[src/rtl/core/tbll_pkg.sv]
// ----------------------------------------------------------------------------
// tbll_pkg
// Shared types and constants for the token-bucket log limiter.
// ----------------------------------------------------------------------------
`default_nettype none

package tbll_pkg;

	// register map
	localparam int CFG_IDX_BITS  = 2;
	localparam int CFG_DATA_BITS = 14;

	typedef enum logic [CFG_IDX_BITS-1:0] {
		REG_REFILL  = 2'd0,
		REG_CAP     = 2'd1,
		REG_RELEASE = 2'd2,
		REG_COST    = 2'd3
	} cfg_reg_t;

	localparam int REFILL_BITS  = 10;
	localparam int CAP_BITS     = 14;
	localparam int RELEASE_BITS = 14;
	localparam int COST_BITS    = 10;

	localparam logic [REFILL_BITS-1:0]  REFILL_RST  = 10'd1;
	localparam logic [CAP_BITS-1:0]     CAP_RST     = 14'd300;
	localparam logic [RELEASE_BITS-1:0] RELEASE_RST = 14'd100;
	localparam logic [COST_BITS-1:0]    COST_RST    = 10'd10;

	// credit in tenths of a message
	localparam int CREDIT_BITS = 16;
	localparam int LEVEL_BITS  = 15;

	// elapsed seconds beyond this width saturate, filling the bucket to the cap unless refill is zero
	localparam int ELAP_BITS = 15;

	localparam int TS_BITS       = 32;
	localparam int TIME_BITS_DEF = 32;

	localparam int OUT_BITS  = 2 + LEVEL_BITS;
	localparam int OUT_BYTES = (OUT_BITS + 7) / 8;

	typedef struct packed {
		logic [REFILL_BITS-1:0]  refill_per_second;
		logic [CAP_BITS-1:0]     burst_cap;
		logic [RELEASE_BITS-1:0] release_level;
		logic [COST_BITS-1:0]    message_cost;
	} cfg_t;

	typedef struct packed {
		logic                           forward;
		logic                           warn;
		logic signed [CREDIT_BITS-1:0] credit;
	} res_t;

endpackage

`default_nettype wire

[src/rtl/core/token_bucket_log_limiter_top.sv]
// ----------------------------------------------------------------------------
// token_bucket_log_limiter_top
// Token-bucket limiter for timestamped message events.
// ----------------------------------------------------------------------------
//  channel   dir  handshake            payload
//  s_*       in   s_tvalid/s_tready    tdata[31:0] timestamp
//  m_*       out  m_tvalid/m_tready    tdata[0] forward, [1] warn,
//                                      [16:2] credit_level, [23:17] zero
//  cfg_*     in   cfg_we               cfg_index selects register, cfg_data
//
//  One item per clock sustained while m_tready stays high. The path runs
//  through the input register, then the bucket update feeding the result
//  register. Credit state updates in the same cycle it is read, which is what
//  sets the one-item rate. arst_n clears both pipeline stages, the bucket
//  (full, 300 tenths) and the config registers. A stall on m_tready backs
//  up through the input register only once the result register is full.
// ----------------------------------------------------------------------------
`default_nettype none

module token_bucket_log_limiter_top #(
	parameter int TIME_BITS = tbll_pkg::TIME_BITS_DEF
) (
	input  wire logic                                 clk,
	input  wire logic                                 arst_n,
	// slave side
	input  wire logic                                 s_tvalid,
	output      logic                                 s_tready,
	input  wire logic [tbll_pkg::TS_BITS-1:0]        s_tdata,   // [31:0] timestamp
	// master side
	output      logic                                 m_tvalid,
	input  wire logic                                 m_tready,
	output      logic [8*tbll_pkg::OUT_BYTES-1:0]    m_tdata,   // forward, warn, credit_level
	// config
	input  wire logic                                 cfg_we,
	input  wire logic [tbll_pkg::CFG_IDX_BITS-1:0]  cfg_index,
	input  wire logic [tbll_pkg::CFG_DATA_BITS-1:0] cfg_data
);
	import tbll_pkg::*;

	cfg_t                  cfg;
	res_t                  res;

	logic                  valid_s1;
	logic [TS_BITS-1:0]    ts_s1;
	logic                  valid_s2;
	logic                  forward_s2;
	logic                  warn_s2;
	logic [LEVEL_BITS-1:0] level_s2;

	logic                  out_free;
	logic                  adv;

	tbll_cfg_regs u_cfg (
		.clk       (clk),
		.arst_n    (arst_n),
		.cfg_we    (cfg_we),
		.cfg_index (cfg_index),
		.cfg_data  (cfg_data),
		.cfg       (cfg)
	);

	// result register frees up when empty or being taken this cycle
	assign out_free = !valid_s2 || m_tready;
	assign adv      = valid_s1 && out_free;
	assign s_tready = !valid_s1 || out_free;

	always_ff @(posedge clk or negedge arst_n) begin
		if (!arst_n)
			valid_s1 <= 1'b0;
		else if (s_tready)
			valid_s1 <= s_tvalid;
	end

	always_ff @(posedge clk) begin
		if (s_tready && s_tvalid)
			ts_s1 <= s_tdata;
	end

	tbll_update #(
		.TIME_BITS (TIME_BITS)
	) u_update (
		.clk       (clk),
		.arst_n    (arst_n),
		.cfg       (cfg),
		.step      (adv),
		.timestamp (ts_s1),
		.res       (res)
	);

	always_ff @(posedge clk or negedge arst_n) begin
		if (!arst_n)
			valid_s2 <= 1'b0;
		else if (out_free)
			valid_s2 <= valid_s1;
	end

	always_ff @(posedge clk) begin
		if (adv) begin
			forward_s2 <= res.forward;
			warn_s2    <= res.warn;
			level_s2   <= res.credit[LEVEL_BITS-1:0];
		end
	end

	assign m_tvalid = valid_s2;
	assign m_tdata  = {{(8*OUT_BYTES-OUT_BITS){1'b0}}, level_s2, warn_s2, forward_s2};

	// a fresh warning never forwards unless release is at zero
	a_warn_blocks: assert property (@(posedge clk) disable iff (!arst_n)
		adv && res.warn && (cfg.release_level != '0) |-> !res.forward)
		else $error("warning event forwarded");

	// credit never falls below one full message cost under zero
	a_credit_floor: assert property (@(posedge clk) disable iff (!arst_n)
		adv |-> (res.credit >= -16'sd1023))
		else $error("credit underflow");

	// an item leaving stage one always lands in the result register
	a_adv_lands: assert property (@(posedge clk) disable iff (!arst_n)
		adv |=> valid_s2)
		else $error("item lost between stages");

	// empty result register never blocks the input
	a_no_false_stall: assert property (@(posedge clk) disable iff (!arst_n)
		!valid_s2 |-> s_tready)
		else $error("input stalled with free result register");

endmodule

`default_nettype wire

[src/rtl/core/tbll_cfg_regs.sv]
// ----------------------------------------------------------------------------
// tbll_cfg_regs
// Configuration register file, write only.
// ----------------------------------------------------------------------------
`default_nettype none

module tbll_cfg_regs (
	input  wire logic                                 clk,
	input  wire logic                                 arst_n,
	input  wire logic                                 cfg_we,
	input  wire logic [tbll_pkg::CFG_IDX_BITS-1:0]  cfg_index,
	input  wire logic [tbll_pkg::CFG_DATA_BITS-1:0] cfg_data,
	output tbll_pkg::cfg_t                            cfg
);
	import tbll_pkg::*;

	cfg_t cfg_q;

	always_ff @(posedge clk or negedge arst_n) begin
		if (!arst_n) begin
			cfg_q.refill_per_second <= REFILL_RST;
			cfg_q.burst_cap         <= CAP_RST;
			cfg_q.release_level     <= RELEASE_RST;
			cfg_q.message_cost      <= COST_RST;
		end else if (cfg_we) begin
			case (cfg_reg_t'(cfg_index))
				REG_REFILL:  cfg_q.refill_per_second <= cfg_data[REFILL_BITS-1:0];
				REG_CAP:     cfg_q.burst_cap         <= cfg_data[CAP_BITS-1:0];
				REG_RELEASE: cfg_q.release_level     <= cfg_data[RELEASE_BITS-1:0];
				REG_COST:    cfg_q.message_cost      <= cfg_data[COST_BITS-1:0];
				default:     ;
			endcase
		end
	end

	assign cfg = cfg_q;

endmodule

`default_nettype wire

[src/rtl/core/tbll_update.sv]
// ----------------------------------------------------------------------------
// tbll_update
// Bucket state and the combinational refill / clamp / penalty / spend logic.
// ----------------------------------------------------------------------------
`default_nettype none

module tbll_update #(
	parameter int TIME_BITS = tbll_pkg::TIME_BITS_DEF
) (
	input  wire logic                           clk,
	input  wire logic                           arst_n,
	input  wire tbll_pkg::cfg_t                 cfg,
	input  wire logic                           step,
	input  wire logic [tbll_pkg::TS_BITS-1:0] timestamp,
	output tbll_pkg::res_t                      res
);
	import tbll_pkg::*;

	localparam int SUM_BITS = ELAP_BITS + REFILL_BITS + 2;

	logic signed [CREDIT_BITS-1:0] credit_q;
	logic [TIME_BITS-1:0]          last_time_q;
	logic                          seen_first_q;
	logic                          silenced_q;

	logic [TIME_BITS-1:0]          now;
	logic [TIME_BITS:0]            diff;
	logic [ELAP_BITS-1:0]          elapsed;
	logic [ELAP_BITS+REFILL_BITS-1:0] prod;
	logic signed [SUM_BITS-1:0]    sum;
	logic                          over_cap;
	logic signed [CREDIT_BITS-1:0] c_pre;
	logic signed [CREDIT_BITS-1:0] c_post;
	logic                          empty;
	logic                          at_release;
	logic                          silenced_d;

	generate
		if (TIME_BITS > TS_BITS) begin : g_wide
			assign now = {{(TIME_BITS-TS_BITS){1'b0}}, timestamp};
		end else begin : g_narrow
			assign now = timestamp[TIME_BITS-1:0];
		end
	endgenerate

	always_comb begin
		diff = {1'b0, now} - {1'b0, last_time_q};
		// backward step counts as none, long gaps saturate
		if (diff[TIME_BITS])
			elapsed = '0;
		else if (|diff[TIME_BITS-1:ELAP_BITS])
			elapsed = '1;
		else
			elapsed = diff[ELAP_BITS-1:0];

		prod     = (ELAP_BITS+REFILL_BITS)'(elapsed) *
		           (ELAP_BITS+REFILL_BITS)'(cfg.refill_per_second);
		sum      = {{(SUM_BITS-CREDIT_BITS){credit_q[CREDIT_BITS-1]}}, credit_q} +
		           $signed({2'b00, prod});
		over_cap = sum > $signed({{(SUM_BITS-CAP_BITS){1'b0}}, cfg.burst_cap});

		if (!seen_first_q)
			c_pre = credit_q;
		else if (over_cap)
			c_pre = $signed({{(CREDIT_BITS-CAP_BITS){1'b0}}, cfg.burst_cap});
		else
			c_pre = sum[CREDIT_BITS-1:0];

		empty      = c_pre[CREDIT_BITS-1] || (c_pre == '0);
		at_release = c_pre >= $signed({{(CREDIT_BITS-RELEASE_BITS){1'b0}},
		                               cfg.release_level});
		silenced_d = (silenced_q || empty) && !at_release;

		c_post = silenced_d ? c_pre
		                    : c_pre - $signed({{(CREDIT_BITS-COST_BITS){1'b0}},
		                                       cfg.message_cost});

		res.forward = !silenced_d;
		res.warn    = empty && !silenced_q;
		res.credit  = c_post;
	end

	always_ff @(posedge clk or negedge arst_n) begin
		if (!arst_n) begin
			credit_q     <= $signed({{(CREDIT_BITS-CAP_BITS){1'b0}}, CAP_RST});
			last_time_q  <= '0;
			seen_first_q <= 1'b0;
			silenced_q   <= 1'b0;
		end else if (step) begin
			credit_q     <= c_post;
			last_time_q  <= now;
			seen_first_q <= 1'b1;
			silenced_q   <= silenced_d;
		end
	end

endmodule

`default_nettype wire

[config.mk]
export PLATFORM = sky130hd
export DESIGN_NAME = token_bucket_log_limiter_top
export DESIGN_NICKNAME = d
export VERILOG_FILES = /design/src/rtl/core/tbll_pkg.sv /design/src/rtl/core/token_bucket_log_limiter_top.sv /design/src/rtl/core/tbll_cfg_regs.sv /design/src/rtl/core/tbll_update.sv
export SDC_FILE = /design/constraint.sdc
export NUM_CORES = 1
export LEC_CHECK = 0
export ABC_AREA = 1
export ABC_CLOCK_PERIOD_IN_PS = 13900
export BUFFER_PORTS_ARGS = -buffer_cell sky130_fd_sc_hd__buf_2
export CAP_MARGIN = 10
export CORE_ASPECT_RATIO = 0.7
export CORE_MARGIN = 1
export CORE_UTILIZATION = 30
export DETAILED_ROUTE_END_ITERATION = 12
export GPL_ROUTABILITY_DRIVEN = 1
export PLACE_DENSITY = 0.49
export SLEW_MARGIN = 25
export SYNTH_ARGS = -nofsm -noshare
export SYNTH_HDL_FRONTEND = slang
export SYNTH_SLANG_ARGS = --single-unit
[constraint.sdc]
create_clock -name clk -period 13.9 [get_ports clk]
set_clock_uncertainty 0.1 [all_clocks]
set_input_delay 2.085 -clock clk [delete_from_list [all_inputs] [get_ports clk]]
set_output_delay 2.085 -clock clk [all_outputs]
set_load 0.01 [all_outputs]
* Word-level counts from Yosys, hierarchy flattened
Index checks and enable logic that the tools add are counted.
Cells by class: add/subtract/negate cells 3, $mul 1, magnitude comparators 2, eq/ne operators 3, mux-type cells 5, reductions and logical operators 20
Operators with widths (number):
- $mux W16 | 3
- $sub A32 B32 Y33 | 1
- $mux W15 | 2
- $add A16 B26 Y27 | 1
- $gt A27 B15 Y1 | 1
- $mul A15 B10 Y25 | 1
- $reduce_or A17 Y1 | 1
- $ge A16 B15 Y1 | 1
- $logic_not A16 Y1 | 1
- $sub A16 B11 Y16 | 1
- $reduce_and A2 Y1 | 4
- $logic_not A1 Y1 | 5
- $eq A2 B2 Y1 const B | 2
- $logic_and A1 B1 Y1 | 4
- $logic_or A1 B1 Y1 | 4
- $eq A2 B1 Y1 const B | 1
- $logic_not A2 Y1 | 1
Storage, ports and cells: register bits after elaboration 149, input port bits 53, output and inout port bits 26, word-level logic and storage cells 48

* Logic depth before layout (Yosys ltp)
Gate-level depths: netlist of run 1.
depth after elaboration 14, mapped depth 88

* Cells and area by module
Synthesis of run 1 repeated with hierarchy kept, for this count alone.
Unflattened totals: cell total of the unflattened synthesis 2082, area, all modules 15935.3 sq um
Modules (own cells, without submodules):
- tbll_update | times used 1, cells each 1795, area each 12175.4 sq um, sequential area each 1256.2 sq um
- tbll_cfg_regs | times used 1, cells each 216, area each 2122.0 sq um, sequential area each 1213.7 sq um
- token_bucket_log_limiter_top | times used 1, cells each 71, area each 1637.8 sq um, sequential area each 1521.5 sq um

* Worst setup path after synthesis of run 1
OpenSTA, ideal clock, no wires.
path kind reg-to-reg, from register u_update.last_time_q[0], to register level_s2[12], data pin, arrival 11.754 ns, setup slack 1.788 ns, cell stages (with the launch flop) 74, path buffers 2, clock period less this slack 12.112 ns, path through dfrtp_1 ha_1 fa_1 nor2_1 a211oi_2 o21ai_1 nand2_1 nand2_1 a21oi_2 o21bai_1 nand2_1 nand2_1 xnor2_1 nand3_1 nor4_4 nand3_2 buf_6 o21ai_4 [... 38 more ...] nand3_1 nand2_1 nor2_2 nor2_4 ha_1 fa_1 o31ai_1 nand2_1 nand2_1 a21oi_1 o21ai_0 a21oi_1 nor2_1 nor2_1 nand3_1 xor2_1 nand2_1 nand2_1
RTL lines:
- start: declaration | line tbll_update.sv:22 | logic [TIME_BITS-1:0] last_time_q;
- start signal: assignment | line tbll_update.sv:91 | last_time_q <= now;
- end signal: assignment | line token_bucket_log_limiter_top.sv:101 | level_s2 <= res.credit[LEVEL_BITS-1:0];
- end: declaration | line token_bucket_log_limiter_top.sv:48 | logic [LEVEL_BITS-1:0] level_s2;

==> results of run 1 <==
[synthesized netlist by cell type, types with 9 or more instances]
| library cell | number |
|---|---|
| o21ai_0 | 108 |
| a21oi_1 | 92 |
| fa_1 | 105 |
| xor2_1 | 51 |
| dfstp_2 | 14 |
| nor2_1 | 143 |
| edfxtp_1 | 49 |
| nor3_1 | 11 |
| ha_1 | 159 |
| nand2_1 | 515 |
| or2_2 | 10 |
| nand3_2 | 9 |
| dfrtp_1 | 86 |
| and2_1 | 11 |
| nand3_1 | 100 |
| nand4_1 | 13 |
| buf_4 | 13 |
| inv_1 | 392 |
| inv_2 | 13 |
| nor2_2 | 11 |
| xnor2_1 | 27 |
| clkbuf_1 | 23 |
| nand2_2 | 17 |
[layout make-up]
type                    count  area [µm²]
clock buffers              21         472
inverters                 409        1540
clock inverters            11         115
multi-input cells        1472       10200
repair buffers            106         633
flip-flops and latches    149        3990
well taps                 684         856
fillers                  5626       34400
[cell families after synthesis]
| group | Yosys count | share of synthesized area [%] |
|---|---|---|
| buffers and inverters | 458 | 11.4 |
| other | 1 | 0.0236 |
| AND/OR/NAND/NOR | 856 | 23.1 |
| AO/OA/AOI/OAI | 265 | 10.0 |
| adder cells (fa/ha/maj) | 264 | 25.8 |
| XOR/XNOR | 79 | 4.48 |
| flip-flops | 149 | 25.2 |
[worst paths after layout]
check                                           end  slack [ns]  cells past startpoint
hold reg to reg                       u_cfg.cfg[17]        0.39                      2
setup reg to reg              u_update.credit_q[12]        0.99                     81
min in group asynchronous             u_cfg.cfg[20]        1.53                      1
hold / removal                        u_cfg.cfg[17]        0.39                      2
setup / recovery              u_update.credit_q[12]        0.99                     81
max in group asynchronous  u_update.last_time_q[10]       10.88                      2
[timing repair]
| action | 4_1_cts | 5_1_grt |
|---|---|---|
| resized for setup | 5 | 33 |
| pin swaps | 1 | 12 |
| buffers inserted | 2 | 26 |
| endpoints found under the setup margin | 22 | 33 |
| cloned | 0 | 1 |
[stage by stage]
step / hold WS (ns) / util (%) / cells / worst slack (ns)
3_3_place_gp: 0.369 / 32.4 / 2791 / -0.0573
5_1_grt: 0.404 / 34.2 / 2852 / -0.0554
4_1_cts: 0.395 / 33.6 / 2825 / 0.0725
6_report: 0.391 / 34.2 / 2852 / 0.990
2_1_floorplan: 0.353 / - / 2078 / 1.79
3_5_place_dp: 0.377 / 32.4 / 2791 / -0.275
[metal layers]
metal,track usage [%],up-vias
li1,-,6638
met1,25.4,6250
met2,24.6,297
met3,2.56,37
met4,2.90,0
met5,0,-
[sequential cells by signal, summed over array words and instances (netlist names)]
name / flops
level_s2: 15
u_update.silenced_q: 1
u_update.last_time_q: 32
warn_s2: 1
ts_s1: 32
u_cfg.cfg: 48
forward_s2: 1
u_update.seen_first_q: 1
u_update.credit_q: 16
valid_s1: 1
m_tvalid: 1
[worst max-delay path: cells and delay by family (launching register included)]
family / cells / cell delay, ns
XOR/XNOR: 3 / 0.43
AO/OA/AOI/OAI: 16 / 2.63
adder cells (fa/ha/maj): 10 / 4.22
flip-flops: 1 / 0.44
AND/OR/NAND/NOR: 44 / 4.41
buffers and inverters: 8 / 0.57
==> flow_summary.yaml, run 1 <==
clock_tree:
  cts_buffers: 17
  htree_levels: 4
  clock-sinks: 149
  cts-root-buf: "clkbuf_16"
  clk_path_buf_depth: 2
  cts_tree: "built"
  insertion_delay_ns: 0.45
  cts.reportedPaths.clkPinSlew_ns: 0.07
  cts_hold_buffers: 0
global_route:
  grt_pass1_wl_um: 71100
  overflow: 0
  grt_pass1_vias: 13000
  antenna_found_initial: 0
  grt_max_degree: 94
  track_usage_pct: 16.6
setup_path:
  crit_path_top_delay_cell: "fa_1"
  path_common_cell: "nand2_1"
  critPathKind: "reg2reg"
  worstPathArrival_ns: 13.18
  crit_path_max_fanout: 12
  crit_start: "ts_s1[2]"
  cp_data_required_time_ns: 14.17
  end_kind: "flop"
  critical_path.max_stage_delay_ns: 0.59
  timing.rr.start: "ts_s1[2]"
  crit_path_start_kind: "flop"
synth:
  synth-edff-count: 49
  synthDistinctLibCells: 59
  synth_area_per_cell_um2: 7.66
  synthFlopType: "dfrtp_1"
  async_reset_ff_share_pct: 67.1
  synth_top_area_share_pct: 13.6
  postSynthCellCount: 2072
  synth_area_mm2: 0.0159
  synth_top_area_cell: "dfrtp_1"
  ys_seq_elements: 149
  synth_area_leaders: "dfrtp_1 (14%), fa_1 (13%), ha_1 (13%)"
  yosysSeqAreaShare_pct: 25.2
  synth_warnings: 0
drt:
  dr_wl_met3_um: 1920
  first_pass_iters: 5
  vias: 13200
  drt-total-wl_um: 44200
  wl_met1_um: 23400
  route.met2.wl_um: 18400
  routed_via_density: 4.64
  drc: 0
  ant_nets: 0
  dr.first_iter.drc_count: 885
  top_layer: "met4"
  wl_per_cell_um: 15.5
finish:
  final_common_cell: "nand2_1"
  n_antenna_cell: 0
  final_cell_mix: "nand2_1 (513), inv_1 (391), ha_1 (157)"
  drive_gt1_share_pct: 12.3
  nets: 2472
  final_area_mm2: 0.0178
  areaGrowthSynthToFinish_pct: 12.5
timing:
  max_freq_mhz: 77.5
  min_period_ns: 12.91
  tns_ns: 0
  hold_viol: 0
  max_slew.worst_pin.slew_ns: 0.962
  slew_violations: 0
  slew_headroom_pct: 35.8
  setup_violations: 0
  post-route-period-util_pct: 92.9
min_path:
  min_from: "u_cfg.cfg[17]"
  hp-class: "reg2reg"
floorplanning:
  design.core.area_mm2: 0.0522
  ios: 79
  dieArea_mm2: 0.0538
  die_x_um: 277
  fp-row-count: 70
  die_h_um: 194
  start_util_pct: 30.4
place:
  finalWeightedCongestion: 0.900
  numPortBuffers: 71
  post_dp_cell_area_mm2: 0.0169
  dpl.hpwl_um: 35800
flow_run:
  maxCapViolCount: 0
status:
  status: "finished clean"
Power of run 1 is left out: the tool's default activity adds up to more than one toggle a clock period on the data nets, which glitch-free logic cannot reach.
==> run 2, diff against run 1 <==
- BUFFER_PORTS_ARGS: -buffer_cell sky130_fd_sc_hd__buf_2 -> not set
- DONT_BUFFER_PORTS: not set -> 1
- GPL_TIMING_DRIVEN: not set -> 0
- PLACE_DENSITY: 0.49 -> 0.48
==> run 2 against run 1 <==
Global-route usage grew 0.30 points; utilization decreased by 0.28 points; sequential share of layout area is 0.18 points higher; fmax shrank 0.19%; worst setup slack worse by 0.025 ns; die area unchanged; wire length barely moved; clock-buffer cell count is 2 higher.
==> flow_summary.yaml, run 2 (synthesized netlist as in run 1, its figures left out) <==
place:
  post_dp_cell_area_mm2: 0.0167
  finalWeightedCongestion: 0.858
  dpl.hpwl_um: 36200
  pre_cts_ws_ns: -0.653
  numPortBuffers: 0
setup_path:
  path_common_cell: "nand2_1"
  crit_start: "ts_s1[0]"
  critPathKind: "reg2reg"
  ff2ff_path_depth: 72
  cp_data_required_time_ns: 13.97
  crit_cells: 72
  reg2reg_slack_ns: 0.97
  cp_top_family: "adder cells"
  critPathCapture: "level_s2[13]"
  crit_path_start_kind: "flop"
  crit_path_top_delay_cell: "fa_1"
  timing.rr.start: "ts_s1[0]"
  regToRegEndpoint: "level_s2[13]"
  crit_buf_inv: 13
  end_kind: "flop"
  crit_path_max_fanout: 10
  worstPathArrival_ns: 13.01
  critical_path.max_stage_delay_ns: 0.55
finish:
  fin_util_pct: 33.9
  drive_gt1_share_pct: 10.2
  fill_cells: 5582
  final_cell_mix: "nand2_1 (512), inv_1 (389), ha_1 (158)"
  n_antenna_cell: 0
  final_common_cell: "nand2_1"
  final_area_mm2: 0.0177
  areaGrowthSynthToFinish_pct: 11.6
  nets: 2440
  largest_reg_flops: 48
drt:
  dr.first_iter.drc_count: 812
  drc: 0
  wl_per_cell_um: 15.7
  first_pass_iters: 5
  vias: 13000
  routed_via_density: 4.62
  ant_nets: 0
  drt-total-wl_um: 44200
floorplanning:
  fp-row-count: 70
  die_x_um: 277
  ios: 79
  dieArea_mm2: 0.0538
  die_h_um: 194
  design.core.area_mm2: 0.0522
  start_util_pct: 30.4
timing:
  slew_violations: 0
  setup_violations: 0
  hold_viol: 0
  min_period_ns: 12.93
  post-route-period-util_pct: 93.1
  slew_headroom_pct: 36.7
  layout_setup_ws_ns: 0.966
  max_freq_mhz: 77.3
  max_slew.worst_pin.slew_ns: 0.950
clock_tree:
  cts-root-buf: "clkbuf_16"
  cts.reportedPaths.clkPinSlew_ns: 0.07
  insertion_delay_ns: 0.45
  clk_path_buf_depth: 2
  cts_hold_buffers: 0
  htree_levels: 4
  cts_buffers: 17
  cts_tree: "built"
  clock-sinks: 149
global_route:
  antenna_found_initial: 0
  track_usage_pct: 16.9
  grt_pass1_wl_um: 71900
  grt_pass1_vias: 12800
  overflow: 0
  grt_max_degree: 101
status:
  status: "finished clean"
flow_run:
  maxCapViolCount: 0
min_path:
  hp-class: "reg2reg"
-- run 2: cell count changes in the layout (fill, tap and decap cells not counted), sizes merged --
cell,previous run,this run
buf,106,52
clkbuf,21,46
inv,410,408
nand3,112,111
-- run 2: tightest hold or removal path: stages, from the launching register on --
cell and delay [ns]:
dfrtp_1 0.34, nand2_1 0.05, o21ai_0 0.06
-- run 2: repair_timing --
item	CTS	global route
resized for setup	9	49
pin swaps	0	16
buffers inserted	0	26
setup endpoints to repair	33	33
-- run 2: worst min-delay path by stage --
stage | cells after the start | slack (ns) | from | to
global route | 2 | 0.41 | u_update.credit_q[3] | u_update.credit_q[3]
floorplan | 2 | 0.35 | u_cfg.cfg[11] | u_cfg.cfg[11]
detailed placement | 2 | 0.37 | u_cfg.cfg[19] | u_cfg.cfg[19]
finish | 2 | 0.39 | u_cfg.cfg[19] | u_cfg.cfg[19]
CTS | 2 | 0.39 | u_cfg.cfg[19] | u_cfg.cfg[19]
global placement | 2 | 0.37 | u_cfg.cfg[22] | u_cfg.cfg[22]
-- run 2: routing by layer --
metal | track usage, % | vias to the layer above | wire (µm)
met2 | 25.0 | 247 | 18300
met1 | 26.2 | 6196 | 23600
met4 | 2.30 | 0 | 257
li1 | - | 6571 | -
met3 | 2.43 | 20 | 2130
met5 | 0 | - | 0
-- run 2: per-stage QoR --
stage | setup TNS (ns) | hold WS (ns) | std cells
after floorplan | 0 | 0.353 | 2078
after global placement | -9.97 | 0.369 | 2762
after detailed placement | -14.27 | 0.374 | 2762
after CTS | 0 | 0.390 | 2794
after global routing | -0.133 | 0.406 | 2820
final | 0 | 0.388 | 2820
-- run 2: final cells by class --
type / instances / area [µm²] / area share [%]
clock buffers: 23 / 489 / 2.76
inverters: 409 / 1540 / 8.67
well taps: 684 / 856 / 4.84
multi-input cells: 1471 / 10300 / 58.0
clock inverters: 9 / 91.3 / 0.516
flip-flops and latches: 149 / 3990 / 22.6
repair buffers: 26 / 195 / 1.10
plain buffers: 49 / 283 / 1.60
Power of run 2 is left out for the same reason.
